`config.mk`:
```
export PLATFORM = sky130hd
export DESIGN_NAME = dau_isqrt_cell
export DESIGN_NICKNAME = d
export VERILOG_FILES = /design/src/hw/rtl/dau_pkg.sv /design/src/hw/rtl/dau_isqrt_cell.sv
export SDC_FILE = /design/constraint.sdc
export NUM_CORES = 1
export LEC_CHECK = 0
export BUFFER_PORTS_ARGS = -buffer_cell sky130_fd_sc_hd__buf_2
export CAP_MARGIN = 0
export CORE_ASPECT_RATIO = 0.75
export CORE_MARGIN = 3
export CORE_UTILIZATION = 25
export CTS_CLUSTER_DIAMETER = 150
export DETAILED_ROUTE_END_ITERATION = 10
export PLACE_DENSITY = 0.53
export SETUP_SLACK_MARGIN = 0.02
export SLEW_MARGIN = 20
export SYNTH_ARGS = -nofsm -noshare
export SYNTH_HDL_FRONTEND = slang
export SYNTH_SLANG_ARGS = --single-unit
```
`constraint.sdc`:
```
create_clock -name clk -period 0.8 [get_ports clk]
set_input_delay 0.12 -clock clk [delete_from_list [all_inputs] [get_ports clk]]
set_output_delay 0.12 -clock clk [all_outputs]
set_load 0.02 [all_outputs]
```
`src/hw/rtl/dau_pkg.sv`:
```
// Shared widths, constants, sideband type and arithmetic helpers for the dihedral angle unit.
package dau_pkg;

	// Default top-level parameter values.
	localparam int COORD_WIDTH_DEF = 24;
	localparam int ANGLE_WIDTH_DEF = 16;

	// Scaled operands stay below 2^30 in magnitude, so they fit 31 signed bits.
	localparam int VW = 31;
	localparam int PW = 2 * VW;
	localparam int SSW = 62;
	localparam int SQ_CELLS = SSW / 2;
	localparam int XW = 36;
	localparam int ZW = 24;
	localparam int ZFRAC = 20;
	localparam int CORDIC_N = 20;
	localparam int NORM_TOP = 30;

	localparam logic signed [ZW-1:0] PI_Q = 24'sd3294199;
	localparam logic signed [ZW-1:0] HALF_PI_Q = 24'sd1647099;

	// Cross product index helpers: component j uses a[NX1]*b[NX2] - a[NX2]*b[NX1].
	localparam int NX1 [3] = '{1, 2, 0};
	localparam int NX2 [3] = '{2, 0, 1};

	// Sideband that travels with each beat through the back half of the pipeline.
	typedef struct packed {
		logic valid;
		logic illegal;
		logic neg;
		logic fix;
		logic fixpi;
		logic signed [VW-1:0] c;
	} side_t;

	// Arctangent of 2^-i in Q20.
	function automatic logic signed [ZW-1:0] atan_q(input int i);
		logic signed [ZW-1:0] t;
		begin
			case (i)
				0: t = 24'sd823550;
				1: t = 24'sd486170;
				2: t = 24'sd256879;
				3: t = 24'sd130396;
				4: t = 24'sd65451;
				5: t = 24'sd32757;
				6: t = 24'sd16383;
				default: t = ZW'(64'sd1 <<< (ZFRAC - i));
			endcase
			return t;
		end
	endfunction

	// Magnitude of a signed word.
	function automatic logic [63:0] mag64(input logic signed [63:0] v);
		return v[63] ? 64'(-v) : 64'(v);
	endfunction

	// Number of significant bits of an unsigned word.
	function automatic logic [6:0] bitlen64(input logic [63:0] v);
		logic [6:0] bl;
		begin
			bl = '0;
			for (int i = 0; i < 64; i++) begin
				if (v[i]) bl = 7'(i + 1);
			end
			return bl;
		end
	endfunction

	// Least right shift that brings every magnitude below 2^30.
	function automatic logic [5:0] scale_amt(input logic [63:0] ormag);
		logic [6:0] bl;
		begin
			bl = bitlen64(ormag);
			return (bl > 7'd30) ? 6'(bl - 7'd30) : 6'd0;
		end
	endfunction

	// Right shift that truncates toward zero.
	function automatic logic signed [63:0] shr_tz64(input logic signed [63:0] v,
		input logic [5:0] k);
		logic [63:0] m;
		begin
			m = mag64(v) >> k;
			return v[63] ? -$signed(m) : $signed(m);
		end
	endfunction

endpackage

```
`src/hw/rtl/dau_isqrt_cell.sv`:
```
// One digit cell of the pipelined integer square root chain.
module dau_isqrt_cell (
	input  logic                       clk,
	input  logic                       arst_n,
	input  dau_pkg::side_t             side_i,
	input  logic [dau_pkg::VW+1:0]     rem_i,
	input  logic [dau_pkg::VW-1:0]     root_i,
	input  logic [dau_pkg::SSW-1:0]    v_i,
	output dau_pkg::side_t             side_q,
	output logic [dau_pkg::VW+1:0]     rem_q,
	output logic [dau_pkg::VW-1:0]     root_q,
	output logic [dau_pkg::SSW-1:0]    v_q
);
	import dau_pkg::*;

	logic [VW+3:0] rem_n;
	logic [VW+3:0] trial;
	logic          ge;

	// Bring down the next two radicand bits and try the next root bit.
	always_comb begin
		rem_n = {rem_i, v_i[SSW-1:SSW-2]};
		trial = (VW+4)'({root_i, 2'b01});
		ge    = (rem_n >= trial);
	end

	// Sideband carries the beat's valid flag.
	always_ff @(posedge clk or negedge arst_n) begin
		if (!arst_n) begin
			side_q <= '0;
		end else begin
			side_q <= side_i;
		end
	end

	// Remainder, partial root and remaining radicand bits move on.
	always_ff @(posedge clk) begin
		rem_q  <= ge ? (VW+2)'(rem_n - trial) : (VW+2)'(rem_n);
		root_q <= {root_i[VW-2:0], ge};
		v_q    <= v_i << 2;
	end

endmodule

```
; ---- After elaboration in Yosys (flattened, before gate mapping)
; Cells that the tools add are included.
[word_totals]
latch_bits = 0
romBits = 0
wordCells = 12
mem_bits_rw = 0
mem_count = 0
input_bits = 164
register_bits = 160
[classes]
eq_ne = 0
div_mod_pow = 0
add_sub_neg = 1
mux = 1
shifts = 0
multipliers = 0
reduce_logical = 0
n_bitwise = 0
n_lt_le_gt_ge = 1
[op_table]
columns = operator, count
row1 = >= comparator 35 x 33 -> 1 bit, 1
row2 = two-way mux 33 bit, 1
row3 = subtractor 33 bit, 1

; ---- Depth between registers and ports, before layout
[logic_depth]
depth_word = 2
mapped_depth = 14

; ---- Worst setup path after synthesis
; No wires, ideal clock.
[synth_timing]
path_type = input -> register
startpoint = input root_i[30] in the netlist's numbering
endpoint = register rem_q[10] in the netlist's numbering
t_arrival_ps = 2281
setup_slack_ps = -1602
path_buffers = 3
cell_stages = 12
setup_time_ps = 121
cell_sequence = inv_1 -> ha_1 -> nor3b_2 -> nand4_1 -> or4_1 -> o21a_1 -> buf_6 -> o21a_4 -> buf_12 -> inv_12 -> buf_12 -> mux2_4
[synth_via]
elab_chain_len = 2
[synth_lines]
columns = item, line_no
row1 = start: declaration, dau_isqrt_cell.sv:7  ; input logic [dau_pkg::VW-1:0] root_i,
row2 = >= comparator 35 x 33 -> 1 bit, dau_isqrt_cell.sv:24  ; ge = (rem_n >= trial);
row3 = two-way mux 33 bit, dau_isqrt_cell.sv:38  ; rem_q <= ge ? (VW+2)'(rem_n - trial) : (VW+2)'(rem_n);
row4 = end signal: assignment, dau_isqrt_cell.sv:38
row5 = end: declaration, dau_isqrt_cell.sv:10  ; output logic [dau_pkg::VW+1:0] rem_q,
; Every way passes these cells.

; ---- Worst setup path after layout
[layout_timing]
startpoint = input root_i[12] in the netlist's numbering
endpoint = register rem_q[2] in the netlist's numbering
; The elaborated chain is that of the path after synthesis.

==> reports/results.ini <==
[logic_synthesis]
synth-main-ff-cell=dfxtp_1
synth_area_um2=6150
postSynthAreaPerCell_um2=11.2
async_flop_share_pct=22.5
synth-edff-count=0
synth_cells=549
synth_cell_type_count=61
synth_warnings=0
synth_seq_area_share_pct=55.0
synth-seq-cells=160

[status]
run_status=finished with violations
violations=negative setup slack

[clock_network]
cts_sinks=160
root_buffer=clkbuf_16
clockBufferDepth=2
htreeDepth=4
path_clk_slew_ns=0.08
cts_tree=built
numCtsBuffers=17

[final_layout]
fin_util_pct=55.4
antenna_cells=0
syn_to_final_growth_pct=117
drive_gt1_share_pct=63.5
finalNetCount=1380
postLayoutCellArea_um2=13400
fillers=2048
layoutNonFillerInstCount=1527

[floorplanning]
core_um2=24100
die_h_um=142
io-pin-count=326
die-area_um2=26500
core.rowCount=49
die_w_um=187
start_util_pct=25.5

[drt]
wl_per_cell_um=17.0
dr_total_vias=6574
drc_errors=0
drt-initial-drc-count=267
wl_um=25900
ant_nets=0
detail_route.vias_per_cell=4.31
dr.pass1.iters=5

[worst_setup_path]
path_class=in2reg
crit_path_max_fanout=7
cp-end-kind=flip-flop
cp-start-kind=primary input
worstSetupStartpoint=root_i[12]
required_ns=1.12
crit_arrival_ns=2.26
endpoint=rem_q[2]

[global_routing]
grt_usage_pct=18.8
grt_pass1_wl_um=39000
grt_overflow=0
antenna_found_initial=2
grt_pass1_vias=6857
grt_max_degree=37

[timing]
fmax_mhz=516
hold_viol=0
rsz0062_at_grt=true
slew_violations=0
timing.setup.tns_ns=-70.33
setup_ws_ns=-1.14
setup_viol=194
hold_slack_ns=0.0191
fin_crit_ns=1.94
fin_crit_sh_pct=242

[placed_design]
place_congestion=0.833
pre_cts_slack_ns=-1.70
hpwl_um=17300
place_area_um2=9370
portBuffers=323
placed_cells=1322

[power_and_ir_drop]
p_leak_nw=6.13
total_power_mw=25.2
p_per_area_nw_per_um2=1880
peakVddDrop_mv=1.44

[worst_hold_path]
hold_path.class=in2reg

[flow_run]
maxCapViolCount=0

## Yosys cell counts, types with 6 or more instances
| master | count | area (um2) |
|---|---|---|
| nand2_1 | 30 | 113 |
| o211ai_1 | 10 | 75.1 |
| nor2_1 | 27 | 101 |
| nor3_1 | 11 | 55.1 |
| nand4_1 | 6 | 37.5 |
| dfxtp_1 | 124 | 2480 |
| o31ai_1 | 6 | 45.0 |
| mux2_2 | 6 | 67.6 |
| mux2_4 | 18 | 270 |
| nand2b_1 | 6 | 37.5 |
| o21ai_0 | 20 | 100 |
| xnor2_1 | 22 | 193 |
| dfrtp_1 | 36 | 901 |
| a21oi_1 | 37 | 185 |
| inv_1 | 50 | 188 |
| nand3_1 | 12 | 60.1 |
| o21a_1 | 7 | 52.6 |
| ha_1 | 33 | 413 |
## worst min path at each step
| stage | cells after the start | end | slack [ns] | start |
|---|---|---|---|---|
| global placement | 2 | side_q[30] | 0.1 | arst_n |
| CTS | 3 | rem_q[29] | 0.0006 | rem_i[27] |
| global route | 3 | rem_q[27] | 0.01 | rem_i[25] |
| detailed placement | 2 | side_q[19] | 0.09 | arst_n |
| floorplan | 0 | side_q[0] | -0.18 | arst_n |
| finish | 3 | rem_q[29] | 0.02 | rem_i[27] |
## power by group
part	internal [mW]	leakage, nW	switching, mW
combinational	4.29	4.37	3.45
clock	4.30	0.294	3.93
sequential	8.82	1.47	0.371
total	17.4	6.13	7.75
## layout by cell type, fill, tap and decap left out, drive strengths merged, types with 11 or more instances in the layout
cell type	netlist	final
buf	12	482
dlygate4sd3	0	144
dfxtp	124	124
inv	51	62
a21oi	41	41
dfrtp	36	36
ha	33	33
nand2	30	30
nor2	27	27
mux2	24	24
o21ai	23	23
xnor2	22	22
clkbuf	2	18
nand3	12	12
o211ai	11	11
nor3	11	11
## worst max-delay path, stage by stage
cell     delay (ns)
buf_4          0.11
inv_4          0.04
ha_4           0.31
nand4_4        0.13
or4_1          0.55
o21a_1         0.26
o21a_4         0.18
buf_12         0.17
inv_16         0.08
mux2_4         0.30
## area by class of cell
type | instances | area [um2] | share of cell area, %
Timing Repair Buffer | 626 | 5410 | 40.5
Sequential cell | 160 | 3540 | 26.5
Multi-Input combinational cell | 325 | 3110 | 23.3
Clock buffer | 18 | 439 | 3.29
Tap cell | 331 | 414 | 3.10
Inverter | 51 | 248 | 1.86
Clock inverter | 14 | 158 | 1.18
Timing Repair inverter | 2 | 32.5 | 0.244
## state kept, by name, indices dropped and copies added (netlist names)
signal / count
rem_q: 33
root_q: 31
side_q: 36
v_q: 60
## layer usage
| layer | routed length, um | GRT usage [%] | share of wire, % | up-vias |
|---|---|---|---|---|
| li1 | - | - | - | 3186 |
| met1 | 11500 | 24.5 | 44 | 3111 |
| met2 | 12300 | 30.5 | 47 | 236 |
| met3 | 1650 | 5.80 | 6.4 | 37 |
| met4 | 434 | 4.73 | 1.7 | 4 |
| met5 | 27 | 0 | 0.10 | - |
## logic make-up (layout without fill, tap and decap cells)
kind of cell	after synthesis	in the layout	synth area share [%]
simple gates	111	111	8.83
compound gates	127	127	14.4
fa+ha+maj	33	33	6.71
flops	160	160	55.0
other cells	1	2	0.0610
xor+xnor	24	24	3.42
buf+inv	65	711	5.43
mux	28	28	6.14
## what timing repair did
action / CTS / global route
endpoints found under the hold margin: 179 / 0
endpoints found under the setup margin: 194 / 194
resized for setup: 504 / 60
cloned: 2 / 1
pin swaps: 28 / 27
hold buffers: 144 / 0
setup buffers: 15 / 14
(Power assumes the default switching activity.)
