**src/hw/rtl/dau_pkg.sv**
```systemverilog
// Shared widths, constants, sideband type and arithmetic helpers for the dihedral angle unit.
package dau_pkg;

	// Default top-level parameter values.
	localparam int COORD_WIDTH_DEF = 24;
	localparam int ANGLE_WIDTH_DEF = 16;

	// Scaled operands stay below 2^30 in magnitude, so they fit 31 signed bits.
	localparam int VW = 31;
	localparam int PW = 2 * VW;
	localparam int SSW = 62;
	localparam int SQ_CELLS = SSW / 2;
	localparam int XW = 36;
	localparam int ZW = 24;
	localparam int ZFRAC = 20;
	localparam int CORDIC_N = 20;
	localparam int NORM_TOP = 30;

	localparam logic signed [ZW-1:0] PI_Q = 24'sd3294199;
	localparam logic signed [ZW-1:0] HALF_PI_Q = 24'sd1647099;

	// Cross product index helpers: component j uses a[NX1]*b[NX2] - a[NX2]*b[NX1].
	localparam int NX1 [3] = '{1, 2, 0};
	localparam int NX2 [3] = '{2, 0, 1};

	// Sideband that travels with each beat through the back half of the pipeline.
	typedef struct packed {
		logic valid;
		logic illegal;
		logic neg;
		logic fix;
		logic fixpi;
		logic signed [VW-1:0] c;
	} side_t;

	// Arctangent of 2^-i in Q20.
	function automatic logic signed [ZW-1:0] atan_q(input int i);
		logic signed [ZW-1:0] t;
		begin
			case (i)
				0: t = 24'sd823550;
				1: t = 24'sd486170;
				2: t = 24'sd256879;
				3: t = 24'sd130396;
				4: t = 24'sd65451;
				5: t = 24'sd32757;
				6: t = 24'sd16383;
				default: t = ZW'(64'sd1 <<< (ZFRAC - i));
			endcase
			return t;
		end
	endfunction

	// Magnitude of a signed word.
	function automatic logic [63:0] mag64(input logic signed [63:0] v);
		return v[63] ? 64'(-v) : 64'(v);
	endfunction

	// Number of significant bits of an unsigned word.
	function automatic logic [6:0] bitlen64(input logic [63:0] v);
		logic [6:0] bl;
		begin
			bl = '0;
			for (int i = 0; i < 64; i++) begin
				if (v[i]) bl = 7'(i + 1);
			end
			return bl;
		end
	endfunction

	// Least right shift that brings every magnitude below 2^30.
	function automatic logic [5:0] scale_amt(input logic [63:0] ormag);
		logic [6:0] bl;
		begin
			bl = bitlen64(ormag);
			return (bl > 7'd30) ? 6'(bl - 7'd30) : 6'd0;
		end
	endfunction

	// Right shift that truncates toward zero.
	function automatic logic signed [63:0] shr_tz64(input logic signed [63:0] v,
		input logic [5:0] k);
		logic [63:0] m;
		begin
			m = mag64(v) >> k;
			return v[63] ? -$signed(m) : $signed(m);
		end
	endfunction

endpackage

```
**src/hw/rtl/dau_cordic_cell.sv**
```systemverilog
// One vectoring micro-rotation cell of the angle chain.
module dau_cordic_cell #(
	parameter int IDX = 0
) (
	input  logic                          clk,
	input  logic                          arst_n,
	input  dau_pkg::side_t                side_i,
	input  logic signed [dau_pkg::XW-1:0] x_i,
	input  logic signed [dau_pkg::XW-1:0] y_i,
	input  logic signed [dau_pkg::ZW-1:0] z_i,
	output dau_pkg::side_t                side_q,
	output logic signed [dau_pkg::XW-1:0] x_q,
	output logic signed [dau_pkg::XW-1:0] y_q,
	output logic signed [dau_pkg::ZW-1:0] z_q
);
	import dau_pkg::*;

	localparam logic signed [ZW-1:0] ANG = atan_q(IDX);
	localparam logic [5:0] SH = 6'(IDX);

	logic signed [XW-1:0] xs;
	logic signed [XW-1:0] ys;

	// Shifted copies truncate toward zero.
	always_comb begin
		xs = XW'(shr_tz64(64'(x_i), SH));
		ys = XW'(shr_tz64(64'(y_i), SH));
	end

	// Sideband carries the beat's valid flag.
	always_ff @(posedge clk or negedge arst_n) begin
		if (!arst_n) begin
			side_q <= '0;
		end else begin
			side_q <= side_i;
		end
	end

	// Rotate toward the x axis and track the angle.
	always_ff @(posedge clk) begin
		if (y_i > 0) begin
			x_q <= x_i + ys;
			y_q <= y_i - xs;
			z_q <= z_i + ANG;
		end else begin
			x_q <= x_i - ys;
			y_q <= y_i + xs;
			z_q <= z_i - ANG;
		end
	end

endmodule

```
**config.mk**
```make
export PLATFORM = sky130hd
export DESIGN_NAME = dau_cordic_cell
export DESIGN_NICKNAME = d
export VERILOG_FILES = /design/src/hw/rtl/dau_pkg.sv /design/src/hw/rtl/dau_cordic_cell.sv
export SDC_FILE = /design/constraint.sdc
export NUM_CORES = 1
export LEC_CHECK = 0
export BUFFER_PORTS_ARGS = -buffer_cell sky130_fd_sc_hd__buf_2
export CORE_MARGIN = 1
export CORE_UTILIZATION = 40
export CTS_BUF_LIST = sky130_fd_sc_hd__clkbuf_4 sky130_fd_sc_hd__clkbuf_8
export CTS_CLUSTER_DIAMETER = 80
export DETAILED_ROUTE_END_ITERATION = 8
export MAX_ROUTING_LAYER = met4
export SYNTH_ARGS = -nofsm -noshare
export SYNTH_HDL_FRONTEND = slang
export SYNTH_SLANG_ARGS = --single-unit
```
**constraint.sdc**
```tcl
create_clock -name clk -period 0.8 [get_ports clk]
set_input_delay 0.04 -clock clk [delete_from_list [all_inputs] [get_ports clk]]
set_output_delay 0.04 -clock clk [all_outputs]
set_load 0.005 [all_outputs]
```
# ---- After elaboration in Yosys (flattened, before gate mapping)
# Cells that the tools add are included.
dict set report op_classes {
  addsub 10
  magnitude_cmp 1
  n_mux 7
}
# op count
set ops {}
lappend ops {{$mux 36} 6}
lappend ops {{$neg 36->36} 4}
lappend ops {{$add 36x36->36} 2}
lappend ops {{$sub 36x36->36} 2}
lappend ops {{$gt 36x1->1 const B} 1}
lappend ops {{$add 24x21->24 const B} 1}
lappend ops {{$mux 24} 1}
lappend ops {{$sub 24x21->24 const B} 1}
dict set report totals {
  word_cells 27
  ff_bits 132
  output_inout_bits 132
}

# ---- Logic depth before layout (Yosys ltp)
dict set report logic_depth {
  ltp_word 6
  depth_mapped 31
  mapped_depth_nobuf 28
}

# ---- Least setup slack after synthesis
# OpenSTA, ideal clock, no wires.
dict set report synth_path {
  path_kind {input to register}
  startpoint {input y_i[0] (netlist name)}
  endpoint {register x_q[35] (netlist name)}
  arrival_time_ns 6.019
  setup_slack_ns -5.342
  n_path_buf 3
  required_time_ns 0.677
  setup_time_ns 0.123
  path_stages 28
  cell_sequence {clkbuf_1 -> inv_1 -> ha_1 -> or4b_1 -> clkbuf_1 -> buf_2 -> o21a_1 -> o211ai_1 -> a21oi_1 -> xor2_1 -> nor4bb_1 -> or4bb_1 -> or4_1 -> o21ai_0 -> xnor2_1 -> ha_1 -> a21o_1 -> a21o_1 -> a21o_1 -> a21o_1 -> a21oi_1 -> o2111ai_1 -> a221o_1 -> a31oi_1 -> o21ai_0 -> a2111oi_0 -> nor3_1 -> xnor2_1}
}
dict set report synth_via {
  elab_chain_len 6
  elab_cells_between_ends 8
}
# item line_no
set synth_lines {}
lappend synth_lines {{from (decl)} dau_cordic_cell.sv:9} ;# input logic signed [dau_pkg::XW-1:0] y_i,
lappend synth_lines {{$neg 36->36} dau_pkg.sv:56} ;# return v[63] ? 64'(-v) : 64'(v);
lappend synth_lines {{$mux 36} dau_pkg.sv:56}
lappend synth_lines {{$neg 36->36} dau_pkg.sv:86} ;# return v[63] ? -$signed(m) : $signed(m);
lappend synth_lines {{$mux 36} dau_pkg.sv:86}
lappend synth_lines {{$sub 36x36->36 / $add 36x36->36 (equally long branches)} {dau_cordic_cell.sv:46, dau_cordic_cell.sv:42}}
lappend synth_lines {{$mux 36 *} dau_cordic_cell.sv:41} ;# if (y_i > 0) begin
lappend synth_lines {{to (signal assigned)} dau_cordic_cell.sv:42} ;# x_q <= x_i + ys;
lappend synth_lines {{to (signal assigned)} dau_cordic_cell.sv:46} ;# x_q <= x_i - ys;
lappend synth_lines {{to (decl)} dau_cordic_cell.sv:12} ;# output logic signed [dau_pkg::XW-1:0] x_q,
# Mark *: on every way between the ends. The rest lies on a longest branch, timed or not.

# ---- Worst setup path in the final report
dict set report layout_path {
  startpoint {input y_i[2] (netlist name)}
  endpoint {register x_q[35] (netlist name)}
}
# Same word-level chain as after synthesis.

==> impl_metrics.env <==
export IMPL_switching_share=0.3738
export IMPL_gp_congestion=0.9672
export IMPL_hold_viol=4
export IMPL_run_status="finished, violations left"
export IMPL_ys_seq_area_frac=0.2028
export IMPL_start_kind="input port"
export IMPL_p_seq_frac=0.254
export IMPL_fin_area_mm2=0.02479
export IMPL_dr_pass1_iters=7
export IMPL_die_area_mm2=0.03529
export IMPL_final_common_cell="buf_4"
export IMPL_routed_wl_mm=59.96
export IMPL_peakVddDrop_uv=1814
export IMPL_utilization=0.7338
export IMPL_ys_types=101
export IMPL_timing_hold_ws_ps=-106.8
export IMPL_ys_flop_type="dfxtp_1"
export IMPL_leakage_uw=0.01125
export IMPL_ant_nets=0
export IMPL_wire_per_inst_um=18.41
export IMPL_hold_buffers=40
export IMPL_synth_top_family_by_area="simple AND/OR/NAND/NOR gates"
export IMPL_crit_type="input port to flop"
export IMPL_grt_pass1_wl_mm=89.20
export IMPL_mostFrequentLayoutCells="733 x buf_4, 247 x buf_2, 149 x xnor2_1"
export IMPL_viasPerCell=5.487
export IMPL_cap_violations=0
export IMPL_slew_headroom=0.5681
export IMPL_start_util=0.4090
export IMPL_critPathArrivalTime_ps=5710
export IMPL_slowest_delay_ps=580
export IMPL_fmax_ghz=0.1879
export IMPL_p_int_uw=22770
export IMPL_muxShareOfSynthArea=0.01295
export IMPL_clk_pin_slew_ps=90
export IMPL_antenna_found_initial=4
export IMPL_synth_compound_gate_area_share=0.2383
export IMPL_rsz0062_at_grt="yes"
export IMPL_drive_gt1_frac=0.5269
export IMPL_crit_family="compound AO/OA/AOI/OAI gates"
export IMPL_crit_buf_inv=4
export IMPL_grt_max_degree=54
export IMPL_dr_total_vias=17870
export IMPL_grt_pass1_vias=17180
export IMPL_htreeDepth=4
export IMPL_yosysWarnings=0
export IMPL_switching_power_uw=13590
export IMPL_min_to="z_q[2]$_DFF_P_"
export IMPL_comb_power_share=0.566
export IMPL_cts_tree="yes"
export IMPL_period_minus_slack_ps=5323
export IMPL_cts_num_sinks=131
export IMPL_cp_slowest_cell="or4_4"
export IMPL_cts_buffer_depth=2
export IMPL_syn_area_mm2=0.01382
export IMPL_required_ps=1190
export IMPL_synthXorXnorAreaFrac=0.1676
export IMPL_die_x_um=187.9
export IMPL_hold_depth=2
export IMPL_critPathMaxFanout=7
export IMPL_grt_overflow_total=0
export IMPL_synth_edff_count=0
export IMPL_drc=0
export IMPL_synthCells=1751
export IMPL_hold_path_class="input port to flop"
export IMPL_dr_first_iter_drc_count=1023
export IMPL_cts_buffers=17
export IMPL_io_pins=266
export IMPL_avgSynthCellArea_um2=7.891
export IMPL_setup_viol=224
export IMPL_min_delay_start="z_i[1]"
export IMPL_synthArstFlopShare=0.2748
export IMPL_cts_root_buf="clkbuf_8"
export IMPL_die_y_um=187.9
export IMPL_placed_area_mm2=0.02089
export IMPL_violations="negative hold slack, negative setup slack"
export IMPL_tightest_slew_ps=647.9
export IMPL_slew_violations=0
export IMPL_final_setup_worst_slack_ps=-4523
export IMPL_syn2layout_area_growth_pct=79.41
export IMPL_clockPowerShare=0.180
export IMPL_num_rows=67
export IMPL_synth_seq_cells=131
export IMPL_synthAdderAreaFrac=0.09128
export IMPL_finalCritPeriodShare=6.654
export IMPL_p_per_area_mw_per_mm2=1467
export IMPL_grt_usage=0.3277
export IMPL_nNetsFinal=3025
export IMPL_cp_end_kind="flop"
export IMPL_fp_coreArea_mm2=0.03378
export IMPL_syn_num_nets=1984
export IMPL_port_buffers=265
export IMPL_yosys_area_share_simple=0.2470
export IMPL_finalPower_uw=36350
export IMPL_dp_hpwl_mm=44.81
[cell usage after synthesis (all sizes together), types with 43 or more instances]
cell type,n,area (µm²)
nor3,50,286.5
o21ai,88,444.2
dfxtp,95,1902
a21oi,115,579.3
clkbuf,68,255.2
xnor2,171,1498
a21o,48,360.4
xor2,90,795.8
nand3,56,290.3
ha,96,1201
nor2,155,581.8
nand2,114,427.9
nor4,43,330.3
[state kept, by name, summed over array words and instances (netlist names)]
| name | flops |
|---|---|
| side_q | 36 |
| y_q | 36 |
| x_q | 35 |
| z_q | 24 |
[cell type report]
type,instances,area (µm²)
antenna,3,7.507
clock buffer,18,247.7
clock inverter,14,192.7
fill,2566,8995
inverter,41,181.4
multi-input combinational,1485,12440
sequential,131,2833
tap,448,560.5
timing repair buffer,1116,8327
[per-layer routing]
metal,GRT usage,vias to the layer above,wire length [µm],share of wire
met3,0.02920,78,2840,0.047
met2,0.5517,554,29140,0.49
met1,0.4163,8660,26510,0.44
met4,0.09475,0,1457,0.024
li1,-,8574,-,-
met5,-,-,0,0
[worst max path at each step]
stage | from | endpoint | slack (ps) | cells after the start
6_report | y_i[2] | x_q[35]$_DFF_P_ | -4520 | 27
5_1_grt | y_i[0] | x_q[35]$_DFF_P_ | -4720 | 27
4_1_cts | y_i[0] | x_q[35]$_DFF_P_ | -4490 | 29
3_5_place_dp | y_i[1] | x_q[35]$_DFF_P_ | -5470 | 27
3_3_place_gp | y_i[1] | x_q[35]$_DFF_P_ | -5380 | 27
2_1_floorplan | y_i[1] | x_q[35]$_DFF_P_ | -5040 | 28
[through the flow]
step / hold slack, ps / std cells / setup TNS [ps] / setup slack (ps)
2_1_floorplan: -255.6 / 1751 / -302450 / -5039
3_3_place_gp: 6.313 / 3064 / -367410 / -5380
3_5_place_dp: 12.77 / 3064 / -371900 / -5470
4_1_cts: -149.4 / 3194 / -306860 / -4493
5_1_grt: -116.1 / 3256 / -377500 / -4718
6_report: -106.8 / 3256 / -357210 / -4523
[repair_timing]
item,CTS,global route
cloned,1,0
resized for setup,241,210
buffers inserted,66,74
setup endpoints to repair,224,224
pin swaps,170,175
hold endpoints to repair,85,3
[cell families after synthesis]
kind of cell | count (synthesis)
AO/OA/AOI/OAI | 477
adder cells (fa/ha/maj) | 99
buffers and inverters | 135
XOR/XNOR | 262
multiplexers | 17
AND/OR/NAND/NOR | 630
flip-flops | 131
[power groups by stage]
stage	clock network (µW)	logic [µW]	registers [µW]
4_1_cts	6640	18200	9100
5_1_grt	6920	22000	9330
2_1_floorplan	0	7800	9230
3_5_place_dp	0	16400	9160
3_3_place_gp	0	16200	9130
6_report	6540	20600	9240
No activity file was read; power rests on OpenSTA's default activity.
